`src/design/wihp_pkg.sv`:
```
// Package with shared types, constants and the header length function of the frame parser.
package wihp_pkg;

  localparam int unsigned MaxFrameBytesDef = 4096;
  localparam logic [15:0] DnsPortReset = 16'd53;
  localparam logic [7:0]  LlcSap = 8'haa;
  localparam logic [7:0]  LlcCtrl = 8'h03;
  localparam logic [15:0] EtherIpv4 = 16'h0800;
  localparam logic [7:0]  ProtoUdp = 8'd17;
  localparam logic [7:0]  ProtoTcp = 8'd6;
  localparam logic [7:0]  ProtoIcmp = 8'd1;
  localparam logic [7:0]  DotChar = 8'h2e;

  localparam logic [0:0] CfgCaptureEnable = 1'b0;
  localparam logic [0:0] CfgDnsPort = 1'b1;

  typedef enum logic [3:0] {
    VerdictDrop     = 4'd0,
    VerdictIcmp     = 4'd1,
    VerdictOtherIp  = 4'd2,
    VerdictUdpShort = 4'd3,
    VerdictUdp      = 4'd4,
    VerdictDns      = 4'd5,
    VerdictDnsQuery = 4'd6,
    VerdictTcpShort = 4'd7,
    VerdictTcp      = 4'd8
  } verdict_e;

  typedef enum logic [2:0] {
    PhIdle  = 3'd0,
    PhFirst = 3'd1,
    PhLen   = 3'd2,
    PhChars = 3'd3,
    PhQhi   = 3'd4,
    PhQlo   = 3'd5,
    PhDone  = 3'd6
  } phase_e;

  // One classified byte handed from the front to the back.
  typedef struct packed {
    logic       is_char;
    logic [7:0] name_char;
    logic       is_summary;
  } ev_t;

  // Everything a summary needs, latched at the last byte.
  typedef struct packed {
    logic [3:0]  verdict;
    logic [7:0]  ip_protocol;
    logic [31:0] source_ip;
    logic [31:0] dest_ip;
    logic [47:0] source_mac;
    logic [47:0] dest_mac;
    logic [15:0] source_port;
    logic [15:0] dest_port;
    logic [7:0]  tcp_flag_bits;
    logic [15:0] query_type;
  } summary_t;

  function automatic logic [4:0] hdr_len(input logic [15:0] fc);
    logic [4:0] r;
    r = 5'd0;
    if (fc[3:2] == 2'd2) begin
      if (fc[7:4] == 4'd0 || fc[7:4] == 4'd4) r = 5'd24;
      else if (fc[7]) r = 5'd26;
    end
    return r;
  endfunction

endpackage

```
`src/design/wlan_ipv4_header_parser_top.sv`:
```
// Top level of the byte-serial 802.11 IPv4 header parser.
//  channel | signals                            | direction
//  in      | in_valid_i/in_ready_o, frame byte  | into block
//  out     | out_valid_o/out_ready_i, results   | out of block
//  cfg     | cfg_valid_i/cfg_ready_o, idx, data | into block
// One frame byte is taken per cycle while the output queue has room; results are registered into that queue.
// A last byte that also yields a name character or dot gives two items, queued together.
// The front stalls only when the four-entry output queue has fewer than two free slots.
// Reset clears all frame state; capture is disabled and the DNS port is 53.
module wlan_ipv4_header_parser_top #(
  parameter int unsigned MaxFrameBytes = wihp_pkg::MaxFrameBytesDef
) (
  input  logic        clk_i,
  input  logic        rst_ni,
  input  logic        in_valid_i,
  output logic        in_ready_o,
  input  logic [7:0]  data_byte_i,
  input  logic        last_byte_i,
  input  logic        is_data_frame_i,
  output logic        out_valid_o,
  input  logic        out_ready_i,
  output logic        item_kind_o,
  output logic [7:0]  name_char_o,
  output logic [3:0]  verdict_o,
  output logic [7:0]  ip_protocol_o,
  output logic [31:0] source_ip_o,
  output logic [31:0] dest_ip_o,
  output logic [47:0] source_mac_o,
  output logic [47:0] dest_mac_o,
  output logic [15:0] source_port_o,
  output logic [15:0] dest_port_o,
  output logic [7:0]  tcp_flag_bits_o,
  output logic [15:0] query_type_o,
  input  logic        cfg_valid_i,
  output logic        cfg_ready_o,
  input  logic [0:0]  cfg_index_i,
  input  logic [15:0] cfg_data_i
);
  import wihp_pkg::*;

  logic     cap_en_q;
  logic [15:0] dns_port_q;
  logic     ev_valid, ev_two, room;
  ev_t      ev;
  summary_t sum_in, sum_out;

  assign cfg_ready_o = 1'b1;
  assign in_ready_o = room;

  always_ff @(posedge clk_i or negedge rst_ni) begin
    if (!rst_ni) begin
      cap_en_q <= 1'b0;
      dns_port_q <= DnsPortReset;
    end else if (cfg_valid_i) begin
      unique case (cfg_index_i)
        CfgCaptureEnable: cap_en_q <= cfg_data_i[0];
        CfgDnsPort:       dns_port_q <= cfg_data_i;
        default: ;
      endcase
    end
  end

  wihp_front #(.MaxFrameBytes(MaxFrameBytes)) u_front (
    .clk_i, .rst_ni,
    .in_fire_i(in_valid_i && room),
    .data_byte_i, .last_byte_i, .is_data_frame_i,
    .cap_en_i(cap_en_q), .dns_port_i(dns_port_q),
    .ev_valid_o(ev_valid), .ev_two_o(ev_two), .ev_o(ev), .sum_o(sum_in)
  );

  wihp_back u_back (
    .clk_i, .rst_ni,
    .ev_valid_i(ev_valid), .ev_two_i(ev_two), .ev_i(ev), .sum_i(sum_in),
    .room_o(room), .out_valid_o, .out_ready_i,
    .item_kind_o, .name_char_o, .sum_o(sum_out)
  );

  assign verdict_o = sum_out.verdict;
  assign ip_protocol_o = sum_out.ip_protocol;
  assign source_ip_o = sum_out.source_ip;
  assign dest_ip_o = sum_out.dest_ip;
  assign source_mac_o = sum_out.source_mac;
  assign dest_mac_o = sum_out.dest_mac;
  assign source_port_o = sum_out.source_port;
  assign dest_port_o = sum_out.dest_port;
  assign tcp_flag_bits_o = sum_out.tcp_flag_bits;
  assign query_type_o = sum_out.query_type;

endmodule

```
`src/design/wihp_front.sv`:
```
// Front end: walks the frame byte by byte, captures header fields and builds output items.
module wihp_front #(
  parameter int unsigned MaxFrameBytes = wihp_pkg::MaxFrameBytesDef
) (
  input  logic               clk_i,
  input  logic               rst_ni,
  input  logic               in_fire_i,
  input  logic [7:0]         data_byte_i,
  input  logic               last_byte_i,
  input  logic               is_data_frame_i,
  input  logic               cap_en_i,
  input  logic [15:0]        dns_port_i,
  output logic               ev_valid_o,
  output logic               ev_two_o,
  output wihp_pkg::ev_t      ev_o,
  output wihp_pkg::summary_t sum_o
);
  import wihp_pkg::*;

  localparam int IdxW = $clog2(MaxFrameBytes + 1);

  logic [IdxW-1:0] idx_q;
  logic [15:0] fc_q;
  logic        drop_q;
  logic [15:0] eth_q;
  logic [5:0]  ihl_q;
  logic [47:0] smac_q, dmac_q;
  logic [31:0] sip_q, dip_q;
  logic [15:0] sport_q, dport_q, qtype_q;
  logic [7:0]  flags_q, proto_q;
  phase_e      ph_q;
  logic [5:0]  rem_q;
  logic        qr_q, hit_q, qv_q;

  logic [15:0] p;
  logic [4:0]  h;
  logic [15:0] rel, u, len, t;
  logic        take, in_hdr, ip_ok;
  logic        emit;
  logic [7:0]  ch;
  logic [3:0]  v;

  always_comb begin
    p = 16'(idx_q);
    h = hdr_len(fc_q);
    rel = p - 16'(h);
    u = rel - 16'd8 - 16'(ihl_q);
    take = (p < 16'(MaxFrameBytes)) && !drop_q;
    in_hdr = (p >= 16'd2) && (p >= 16'(h));
    ip_ok = in_hdr && (rel >= 16'd28) && (rel >= 16'd8 + 16'(ihl_q));
  end

  // Name character output: a byte yields a dot or a character only in the length and character phases of the walk.
  always_comb begin
    emit = 1'b0;
    ch = data_byte_i;
    if (take && ip_ok && (ph_q == PhLen) && data_byte_i != 8'd0) begin
      emit = 1'b1;
      ch = DotChar;
    end else if (take && ip_ok && ph_q == PhChars) begin
      emit = 1'b1;
    end
  end

  // Next frame state from the state as it stands before this byte plus this byte; the summary verdict uses it.
  logic [15:0] len_n;
  logic [7:0]  proto_n;
  logic        hit_n, qr_n, drop_n, qv_n;
  logic [15:0] qtype_n, sport_n, dport_n;
  logic [7:0]  flags_n;
  logic [31:0] sip_n, dip_n;
  logic [47:0] smac_n, dmac_n;
  logic [15:0] fc_n;
  logic [5:0]  ihl_n;
  logic [15:0] eth_n;
  phase_e      ph_n;
  logic [5:0]  rem_n;

  always_comb begin
    fc_n = fc_q; drop_n = drop_q; eth_n = eth_q; ihl_n = ihl_q;
    smac_n = smac_q; dmac_n = dmac_q; sip_n = sip_q; dip_n = dip_q;
    sport_n = sport_q; dport_n = dport_q; flags_n = flags_q; proto_n = proto_q;
    ph_n = ph_q; rem_n = rem_q; qr_n = qr_q; hit_n = hit_q; qv_n = qv_q;
    qtype_n = qtype_q;
    if (take) begin
      if (p == 16'd0) begin
        fc_n = {8'd0, data_byte_i};
        if (!cap_en_i || !is_data_frame_i) drop_n = 1'b1;
      end else if (p == 16'd1) begin
        fc_n = {data_byte_i, fc_q[7:0]};
        if (hdr_len({data_byte_i, fc_q[7:0]}) == 5'd0) drop_n = 1'b1;
      end else begin
        if (p >= 16'd4 && p <= 16'd9) dmac_n = {dmac_q[39:0], data_byte_i};
        if (p >= 16'd10 && p <= 16'd15) smac_n = {smac_q[39:0], data_byte_i};
        if (in_hdr) begin
          if (rel <= 16'd1) begin
            if (data_byte_i != LlcSap) drop_n = 1'b1;
          end else if (rel == 16'd2) begin
            if (data_byte_i != LlcCtrl) drop_n = 1'b1;
          end else if (rel == 16'd6) eth_n = {data_byte_i, 8'd0};
          else if (rel == 16'd7) begin
            eth_n = {eth_q[15:8], data_byte_i};
            if ({eth_q[15:8], data_byte_i} != EtherIpv4) drop_n = 1'b1;
          end else if (rel == 16'd8) begin
            ihl_n = {data_byte_i[3:0], 2'b00};
            if ({data_byte_i[3:0], 2'b00} < 6'd20) drop_n = 1'b1;
          end else if (rel == 16'd17) proto_n = data_byte_i;
          else if (rel >= 16'd20 && rel <= 16'd23) sip_n = {sip_q[23:0], data_byte_i};
          else if (rel >= 16'd24 && rel <= 16'd27) dip_n = {dip_q[23:0], data_byte_i};
          if (!drop_n && ip_ok) begin
            if (u <= 16'd1) sport_n = {sport_q[7:0], data_byte_i};
            else if (u <= 16'd3) dport_n = {dport_q[7:0], data_byte_i};
            if (u == 16'd3)
              hit_n = (proto_q == ProtoUdp) &&
                      (sport_q == dns_port_i || {dport_q[7:0], data_byte_i} == dns_port_i);
            if (u == 16'd13) flags_n = data_byte_i;
            if (u == 16'd10) qr_n = data_byte_i[7];
            if (u == 16'd20 && hit_q && !qr_q) ph_n = PhFirst;
            unique case (ph_n)
              PhFirst, PhLen: begin
                if (data_byte_i == 8'd0) ph_n = PhQhi;
                else if (data_byte_i >= 8'd64) ph_n = PhDone;
                else begin
                  ph_n = PhChars;
                  rem_n = data_byte_i[5:0];
                end
              end
              PhChars: begin
                rem_n = rem_q - 6'd1;
                if (rem_q == 6'd1) ph_n = PhLen;
              end
              PhQhi: begin
                qtype_n = {data_byte_i, 8'd0};
                ph_n = PhQlo;
              end
              PhQlo: begin
                qtype_n = {qtype_q[15:8], data_byte_i};
                qv_n = 1'b1;
                ph_n = PhDone;
              end
              default: ;
            endcase
          end
        end
      end
    end
  end

  always_comb begin
    len = (p < 16'(MaxFrameBytes)) ? p + 16'd1 : p;
    t = 16'(hdr_len(fc_n)) + 16'd8 + 16'(ihl_n);
    if (proto_n == ProtoUdp) begin
      if (len < t + 16'd8) v = VerdictUdpShort;
      else if (hit_n) v = (!qr_n && len >= t + 16'd21) ? VerdictDnsQuery : VerdictDns;
      else v = VerdictUdp;
    end else if (proto_n == ProtoTcp) v = (len >= t + 16'd20) ? VerdictTcp : VerdictTcpShort;
    else if (proto_n == ProtoIcmp) v = VerdictIcmp;
    else v = VerdictOtherIp;
    if (drop_n || len < 16'd2 || hdr_len(fc_n) == 5'd0 ||
        len < 16'(hdr_len(fc_n)) + 16'd28) v = VerdictDrop;
  end

  always_comb begin
    sum_o = '0;
    sum_o.verdict = v;
    if (v != VerdictDrop) begin
      sum_o.ip_protocol = proto_n;
      sum_o.source_ip = sip_n;
      sum_o.dest_ip = dip_n;
      sum_o.source_mac = smac_n;
      sum_o.dest_mac = dmac_n;
      if (v == VerdictUdp || v == VerdictDns || v == VerdictDnsQuery || v == VerdictTcp) begin
        sum_o.source_port = sport_n;
        sum_o.dest_port = dport_n;
      end
      if (v == VerdictTcp) sum_o.tcp_flag_bits = flags_n;
      if (v == VerdictDnsQuery && qv_n) sum_o.query_type = qtype_n;
    end
  end

  always_comb begin
    ev_valid_o = in_fire_i && (emit || last_byte_i);
    ev_two_o = emit && last_byte_i;
    ev_o.is_char = emit;
    ev_o.name_char = ch;
    ev_o.is_summary = last_byte_i;
  end

  always_ff @(posedge clk_i or negedge rst_ni) begin
    if (!rst_ni) begin
      idx_q <= '0; fc_q <= '0; drop_q <= 1'b0; eth_q <= '0; ihl_q <= '0;
      smac_q <= '0; dmac_q <= '0; sip_q <= '0; dip_q <= '0;
      sport_q <= '0; dport_q <= '0; flags_q <= '0; proto_q <= '0;
      ph_q <= PhIdle; rem_q <= '0; qr_q <= 1'b0; hit_q <= 1'b0; qv_q <= 1'b0;
      qtype_q <= '0;
    end else if (in_fire_i) begin
      if (last_byte_i) begin
        idx_q <= '0; fc_q <= '0; drop_q <= 1'b0; eth_q <= '0; ihl_q <= '0;
        smac_q <= '0; dmac_q <= '0; sip_q <= '0; dip_q <= '0;
        sport_q <= '0; dport_q <= '0; flags_q <= '0; proto_q <= '0;
        ph_q <= PhIdle; rem_q <= '0; qr_q <= 1'b0; hit_q <= 1'b0; qv_q <= 1'b0;
        qtype_q <= '0;
      end else begin
        if (p < 16'(MaxFrameBytes)) idx_q <= idx_q + 1'b1;
        fc_q <= fc_n; drop_q <= drop_n; eth_q <= eth_n; ihl_q <= ihl_n;
        smac_q <= smac_n; dmac_q <= dmac_n; sip_q <= sip_n; dip_q <= dip_n;
        sport_q <= sport_n; dport_q <= dport_n; flags_q <= flags_n;
        proto_q <= proto_n; ph_q <= ph_n; rem_q <= rem_n; qr_q <= qr_n;
        hit_q <= hit_n; qv_q <= qv_n; qtype_q <= qtype_n;
      end
    end
  end

endmodule

```
`src/design/wihp_back.sv`:
```
// Back end: a four-entry item queue feeding the output channel.
module wihp_back (
  input  logic               clk_i,
  input  logic               rst_ni,
  input  logic               ev_valid_i,
  input  logic               ev_two_i,
  input  wihp_pkg::ev_t      ev_i,
  input  wihp_pkg::summary_t sum_i,
  output logic               room_o,
  output logic               out_valid_o,
  input  logic               out_ready_i,
  output logic               item_kind_o,
  output logic [7:0]         name_char_o,
  output wihp_pkg::summary_t sum_o
);
  import wihp_pkg::*;

  typedef struct packed {
    logic       kind;
    logic [7:0] ch;
    summary_t   s;
  } ent_t;

  ent_t       mem_q [4];
  logic [1:0] wr_q, rd_q;
  logic [2:0] cnt_q;
  logic       pop;
  logic [1:0] nps;
  ent_t       a, b;

  always_comb begin
    a = '0;
    b = '0;
    a.kind = !ev_i.is_char;
    a.ch = ev_i.is_char ? ev_i.name_char : 8'd0;
    if (!ev_i.is_char) a.s = sum_i;
    b.kind = 1'b1;
    b.s = sum_i;
    nps = ev_valid_i ? (ev_two_i ? 2'd2 : 2'd1) : 2'd0;
    pop = out_ready_i && (cnt_q != 3'd0);
  end

  // Room for two is demanded so a byte producing two items never overflows.
  assign room_o = cnt_q <= 3'd2;
  assign out_valid_o = cnt_q != 3'd0;
  assign item_kind_o = mem_q[rd_q].kind;
  assign name_char_o = mem_q[rd_q].ch;
  assign sum_o = mem_q[rd_q].s;

  always_ff @(posedge clk_i) begin
    if (nps != 2'd0) mem_q[wr_q] <= a;
    if (nps == 2'd2) mem_q[wr_q + 2'd1] <= b;
  end

  always_ff @(posedge clk_i or negedge rst_ni) begin
    if (!rst_ni) begin
      wr_q <= '0; rd_q <= '0; cnt_q <= '0;
    end else begin
      wr_q <= wr_q + nps;
      if (pop) rd_q <= rd_q + 2'd1;
      cnt_q <= cnt_q + 3'(nps) - 3'(pop);
    end
  end

endmodule

```
`config.mk`:
```
export PLATFORM = sky130hd
export DESIGN_NAME = wlan_ipv4_header_parser_top
export DESIGN_NICKNAME = d
export VERILOG_FILES = /design/src/design/wihp_pkg.sv /design/src/design/wlan_ipv4_header_parser_top.sv /design/src/design/wihp_front.sv /design/src/design/wihp_back.sv
export SDC_FILE = /design/constraint.sdc
export NUM_CORES = 2
export LEC_CHECK = 0
export BUFFER_PORTS_ARGS = -buffer_cell sky130_fd_sc_hd__buf_2
export CELL_PAD_IN_SITES_DETAIL_PLACEMENT = 1
export CELL_PAD_IN_SITES_GLOBAL_PLACEMENT = 1
export CORE_ASPECT_RATIO = 0.75
export CORE_MARGIN = 2
export CORE_UTILIZATION = 37
export CTS_CLUSTER_DIAMETER = 120
export CTS_CLUSTER_SIZE = 16
export DETAILED_ROUTE_END_ITERATION = 8
export PLACE_DENSITY = 0.69
export RECOVER_POWER = 100
export SYNTH_ARGS = -nofsm -noshare
export SYNTH_HDL_FRONTEND = slang
export SYNTH_SLANG_ARGS = --single-unit
export TNS_END_PERCENT = 100
```
`constraint.sdc`:
```
create_clock -name clk_i -period 19.8 [get_ports clk_i]
set_clock_uncertainty 0.15 [all_clocks]
set_input_delay 3.96 -clock clk_i [delete_from_list [all_inputs] [get_ports clk_i]]
set_output_delay 3.96 -clock clk_i [all_outputs]
set_load 0.01 [all_outputs]
```
# Word level (Yosys, flattened, before mapping)
# Memory sizes are Yosys's and may differ from the RTL's.
# Index checks and enable logic that the tools add are counted.
dict set report op_classes {
  reduce_logical 63
  addsub 18
  bitwise_logic 1
  div_mod_pow 0
  n_mux 198
  n_eq_ne 42
  n_lt_le_gt_ge 24
  n_mul 0
  n_shift 0
}
# cell count
set ops {}
lappend ops {{2-to-1 mux 32 bit} 26}
lappend ops {{2-to-1 mux 16 bit} 31}
lappend ops {{2-to-1 mux 48 bit} 10}
lappend ops {{2-to-1 mux 228 bit} 1}
lappend ops {{2-to-1 mux 224 bit} 1}
lappend ops {{2-to-1 mux 8 bit} 25}
lappend ops {{2-to-1 mux 6 bit} 18}
lappend ops {{equality test 16 x 4 -> 1 bit, second input constant} 3}
lappend ops {{greater-or-equal comparator 16 bit} 3}
lappend ops {{greater-or-equal comparator 16 x 5 -> 1 bit, second input constant} 3}
lappend ops {{2-to-1 mux 1 bit} 47}
lappend ops {{2-to-1 mux 3 bit} 15}
lappend ops {{2-to-1 mux 5 bit} 9}
lappend ops {{adder 16 x 5 -> 16 bit, second input constant} 2}
lappend ops {{equality test 16 bit} 2}
lappend ops {{equality test 16 x 2 -> 1 bit, second input constant} 2}
lappend ops {{equality test 16 x 3 -> 1 bit, second input constant} 2}
lappend ops {{equality test 16 x 5 -> 1 bit, second input constant} 2}
lappend ops {{less-or-equal comparator 16 x 1 -> 1 bit, second input constant} 2}
lappend ops {{less-or-equal comparator 16 x 5 -> 1 bit, second input constant} 2}
lappend ops {{< comparator 16 bit} 2}
lappend ops {{case mux 16 bit (2 select lines)} 1}
lappend ops {{less-or-equal comparator 13 x 4 -> 1 bit, second input constant} 2}
lappend ops {{2-to-1 mux 13 bit} 2}
lappend ops {{other kinds (62)} 133}
dict set report word_totals {
  latch_bits 0
  reg_bits 294
  mem_bits_rw 948
  inputBits 32
  rom_bits 0
  n_memories 1
  output_inout_bits 240
}
# name words width read_ports rd_clocked_by_memory_dff write_ports line_no
set mem_list {}
lappend mem_list {u_back.mem_q 4 237 1 0 2 wihp_back.sv:24} ;# ent_t mem_q [4];

# Logic depth before layout (Yosys ltp)
dict set report logic_depth {
  ltp_word 36
  depth_mapped 37
  depth_no_buf 34
}

# Modules after synthesis
# Synthesis repeated with hierarchy kept, for this count alone.
dict set report unflattened {
  cells_unflattened 4479
  area_unflattened_um2 59171.8
}
# mod area_each_um2 seq_area_each_um2 instances cells_each
set modules_own_cells {}
lappend modules_own_cells {wihp_back 41026.8 28282.1 1 2420}
lappend modules_own_cells {wihp_front 17430.5 6731.5 1 2019}
lappend modules_own_cells {wlan_ipv4_header_parser_top 714.4 430.4 1 40}

# Least setup slack after synthesis
# No wires, ideal clock.
dict set report synth_timing {
  kind {input to register}
  start {in data_byte_i[1]}
  end {mem u_back.mem_q[2][0] (netlist bit), enable pin}
  setup_time_ps 896
  cell_stages 7
  t_arrival_ps 16177
  path_slack_ps 2577
  n_path_buf 1
  cell_sequence {clkbuf_1 -> nor2_1 -> nand2_1 -> o211ai_1 -> nor2_1 -> o21ai_1 -> o22ai_1}
}
# item line_no
set synth_lines {}
lappend synth_lines {{from (decl)} wlan_ipv4_header_parser_top.sv:17} ;# input logic [7:0] data_byte_i,
lappend synth_lines {{to (decl)} wihp_back.sv:24}

==> results by group <==
Yosys
  • Async set-reset flop share out of synthesis: 23.6%
  • Dominant synthesized flop cell: edfxtp_1
  • Synth Net Count: 4,487
  • Synth unique cells: 93
  • Seq/Total Area, Yosys: 61.7%
  • Cell Area, Synth: 57,400 um^2
  • Mean Syn Cell Area: 13.1 um^2
  • #FFs+latches synth: between 1,000 and 1,500
  • Synth Instances: 4,386
  • Synth Warn #: 0
  • Number of synthesized flops with an enable pin: 912

Setup path
  • Reg-to-Reg Start: u_front.fc_q[7]
  • Critical path depth in cells: 13
  • Flop-to-flop setup slack: roughly 7400 ps
  • CP endpoint kind: flop
  • Worst path top cell family by delay: buffers and inverters
  • Arrival @ worst endpoint: roughly 15,000 ps
  • Worst-path maximum fanout: 44
  • Critical path destination: u_back.mem_q[0][144]
  • Critical path's largest stage delay: between 2000 and 3000 ps
  • Most common cell on crit path: clkbuf_1
  • Worst Path Required: between 15,000 and 20,000 ps
  • Worst r2r dst: u_back.mem_q[2][44]
  • Worst-path cell chain: buf_2 > clkbuf_1 > or4_1 > nor3_1 > nand2_1 > o211ai_1 > nor2_1 > o21ai_0 > nor3_1 > clkbuf_1 > or2_0 > clkbuf_1 > buf_4
  • Worst Setup SP: data_byte_i[5]
  • R2R depth: 33
  • Startpoint Class: input pin
  • Worst Path Buf+Inv: 5
  • Worst path slowest cell: or2_0
  • Worst Setup Path Type: input pin to flop

CTS
  • Root buf cell: clkbuf_16
  • CTS HTree Levels: 3
  • Max clock buf depth: 3
  • Post_cts resized: 0
  • Total CTS buffers: 87
  • Reg clk slew, reported paths: 70 ps
  • Setup bufs post-CTS: 0
  • Worst-skew pair later-pin latency: 720 ps
  • CTS tree: built
  • Hold-fix buffers, CTS: 0
  • CTS Sinks: 1,241

STA
  • Setup Viol. Count Final: 0
  • Final hold vios: 0
  • Hold Slack: between 300 and 400 ps
  • Worst setup margin: ~5100 ps
  • Setup TNS: 0 ps
  • RSZ-0062 raised after global routing: false
  • Worst Max-Slew Pin Slew: 7700 ps
  • Final Max Tran Viols: ~1,900
  • Worst slew margin: -413%
  • Period utilization: between 70% and 80%
  • Max Freq: 67.9 MHz
  • Crit path time final: around 15,000 ps

Route
  • DR iter-0 viols: approximately 3,500
  • Vias: 37,500
  • Total Wirelength: 174 mm
  • Routed Antenna Nets: 0
  • DRC Markers: 0
  • Vias per std cell: 5.69
  • Wirelength per Cell: 26.4 um
  • Pre-Repair DR Iteration Count: 8

Floorplanning
  • FP Rows: 125
  • Die height: 345 um
  • I/O pins: between 200 and 300
  • Starting Density: 37.2%
  • Die X: 459 um
  • Core area: 155,000 um^2
  • Die area: 158,000 um^2

Power
  • VDD IR-drop max: just over 70 uV
  • Power Dens Cells: 116 nW/um^2
  • Leakage: 21.3 nW

Finish
  • Area growth syn-to-layout: 9.24%
  • Layout cells sized above 1: 10.4%
  • Most common cell after layout, fill and taps aside: edfxtp_1
  • Filler cells: about 16,000
  • Most frequent cells in the layout: edfxtp_1, nor2_1, clkbuf_1, dfrtp_1, mux2i_1
  • Final net count: 4,595

GRT
  • Vias in the first global route: about 40,000
  • Total GRT Usage: between 20% and 30%
  • Largest net degree at the start of global routing: 112
  • Initial antenna violation count: 7
  • Grt total ovfl: 0
  • Global-route wire length before repair: between 200 and 300 mm

Worst hold path
  • WHS Path Cells: 2
  • Worst hold path class: flop to flop
  • Hold Path Origin: u_front.dport_q[11]

Run status
  • Status: complete, but fails checks
  • Violated checks: max-capacitance violations, max-slew violations

Placed design
  • Buffers on Ports: between 200 and 300
  • Worst slack at placement: 8050 ps
  • DP HPWL: 107 mm
  • GP Congestion: 0.850

Run
  • Max-Cap Viols: 39
## Yosys cell counts (7+ instances only)
| master | count | area [um^2] |
|---|---|---|
| mux2i_1 | 245 | 2450 |
| ha_1 | 66 | 826 |
| o21ai_0 | 178 | 891 |
| or3_1 | 12 | 75.1 |
| inv_1 | 66 | 248 |
| o21ai_1 | 19 | 95.1 |
| nand3b_1 | 7 | 52.6 |
| nor4_1 | 23 | 144 |
| edfxtp_1 | 912 | 27400 |
| and2_1 | 22 | 138 |
| nor3_1 | 207 | 1040 |
| mux4_2 | 237 | 5340 |
| buf_1 | 41 | 154 |
| dfrtp_1 | 289 | 7230 |
| nand4_1 | 27 | 169 |
| o21a_1 | 12 | 90.1 |
| nand2_1 | 206 | 773 |
| a22o_1 | 105 | 920 |
| clkbuf_1 | 213 | 800 |
| or2_2 | 9 | 56.3 |
| nor2_1 | 818 | 3070 |
| dfxtp_1 | 36 | 721 |
| a21oi_1 | 85 | 425 |
| a31oi_1 | 19 | 119 |
| nand3_1 | 25 | 125 |
| xnor2_1 | 21 | 184 |
| nor3b_1 | 9 | 67.6 |
| o211ai_1 | 7 | 52.6 |
| and3_1 | 23 | 144 |
| nand2b_1 | 23 | 144 |
| xor2_1 | 46 | 403 |
| mux2_2 | 28 | 315 |
| buf_6 | 12 | 135 |
| a211oi_1 | 11 | 82.6 |
| buf_2 | 60 | 300 |
| o31ai_1 | 18 | 135 |
| nor2b_1 | 28 | 175 |
| a22oi_1 | 106 | 796 |
## worst min-delay path by stage
stage | to | slack, ps
after floorplan | u_back.mem_q[1][236] | 290
after detailed placement | u_front.dport_q[9] | 310
after CTS | u_back.mem_q[3][236] | 330
after global routing | u_front.dport_q[12] | 360
after global placement | u_front.dport_q[13] | 300
final | u_front.dport_q[11] | 330
## per-layer routing
metal	routed length (um)	vias to the layer above	global-route usage [%]
met4	5950	2	7.26
met5	13	-	0
met2	81600	920	34.4
li1	-	16600	-
met3	8150	246	2.99
met1	78400	19800	30.7
## sequential cells by signal (all words and copies together), names as in the netlist, 8 cells and up
signal           flops
u_front.idx_q       13
u_front.dip_q       32
u_back.mem_q       948
u_front.eth_q        8
u_front.sport_q     16
u_front.smac_q      48
u_front.flags_q      8
u_front.dmac_q      48
u_front.dport_q     16
u_front.qtype_q     16
u_front.proto_q      8
dns_port_q          16
u_front.sip_q       32
## final cells by class
type	count	area (um^2)	share of cell area, %
antenna	3	7.51	0.0120
clock buffer	157	2520	4.02
clock inverter	5	80.1	0.128
inverter	67	251	0.401
multi-input combinational	2749	20400	32.4
sequential	1241	35400	56.5
tap	2032	2540	4.05
timing repair buffer	348	1530	2.43
## per-stage QoR
step	utilization (%)	total power, mW	cells	area (um^2)
after global routing	40.6	7.61	6600	62700
after floorplan	-	4.67	4386	57400
after CTS	41.0	7.40	6599	63300
after detailed placement	39.3	5.61	6437	60700
after global placement	39.3	5.57	6437	60700
final	40.6	7.27	6602	62700
## power breakdown
part | total [mW] | switching (mW) | leakage [nW] | internal [mW]
logic | 2.34 | 1.46 | 7.33 | 0.880
clock network | 1.80 | 0.929 | 1.24 | 0.869
registers | 3.14 | 0.160 | 12.8 | 2.98
## kinds of logic after synthesis
logic type	count (synthesis)	share of synthesized area, %
AOI/OAI and AO/OA	622	7.26
xor gates and xnor gates	67	1.02
adders and majority gates	69	1.54
buffers and inverters	396	2.90
DFF	1241	61.7
muxes	510	14.1
other	1	0.00653
and+or+nand+nor	1480	11.5
## worst register-to-register path: cells and delay by family, from the launching register on
kind | cells | cell delay (ps)
flip-flops | 1 | 400
AO/OA/AOI/OAI | 11 | 2660
multiplexers | 2 | 510
adder cells (fa/ha/maj) | 4 | 1420
buffers and inverters | 3 | 3320
AND/OR/NAND/NOR | 10 | 2930
XOR/XNOR | 3 | 590
No activity file was read; power rests on OpenSTA's default activity.
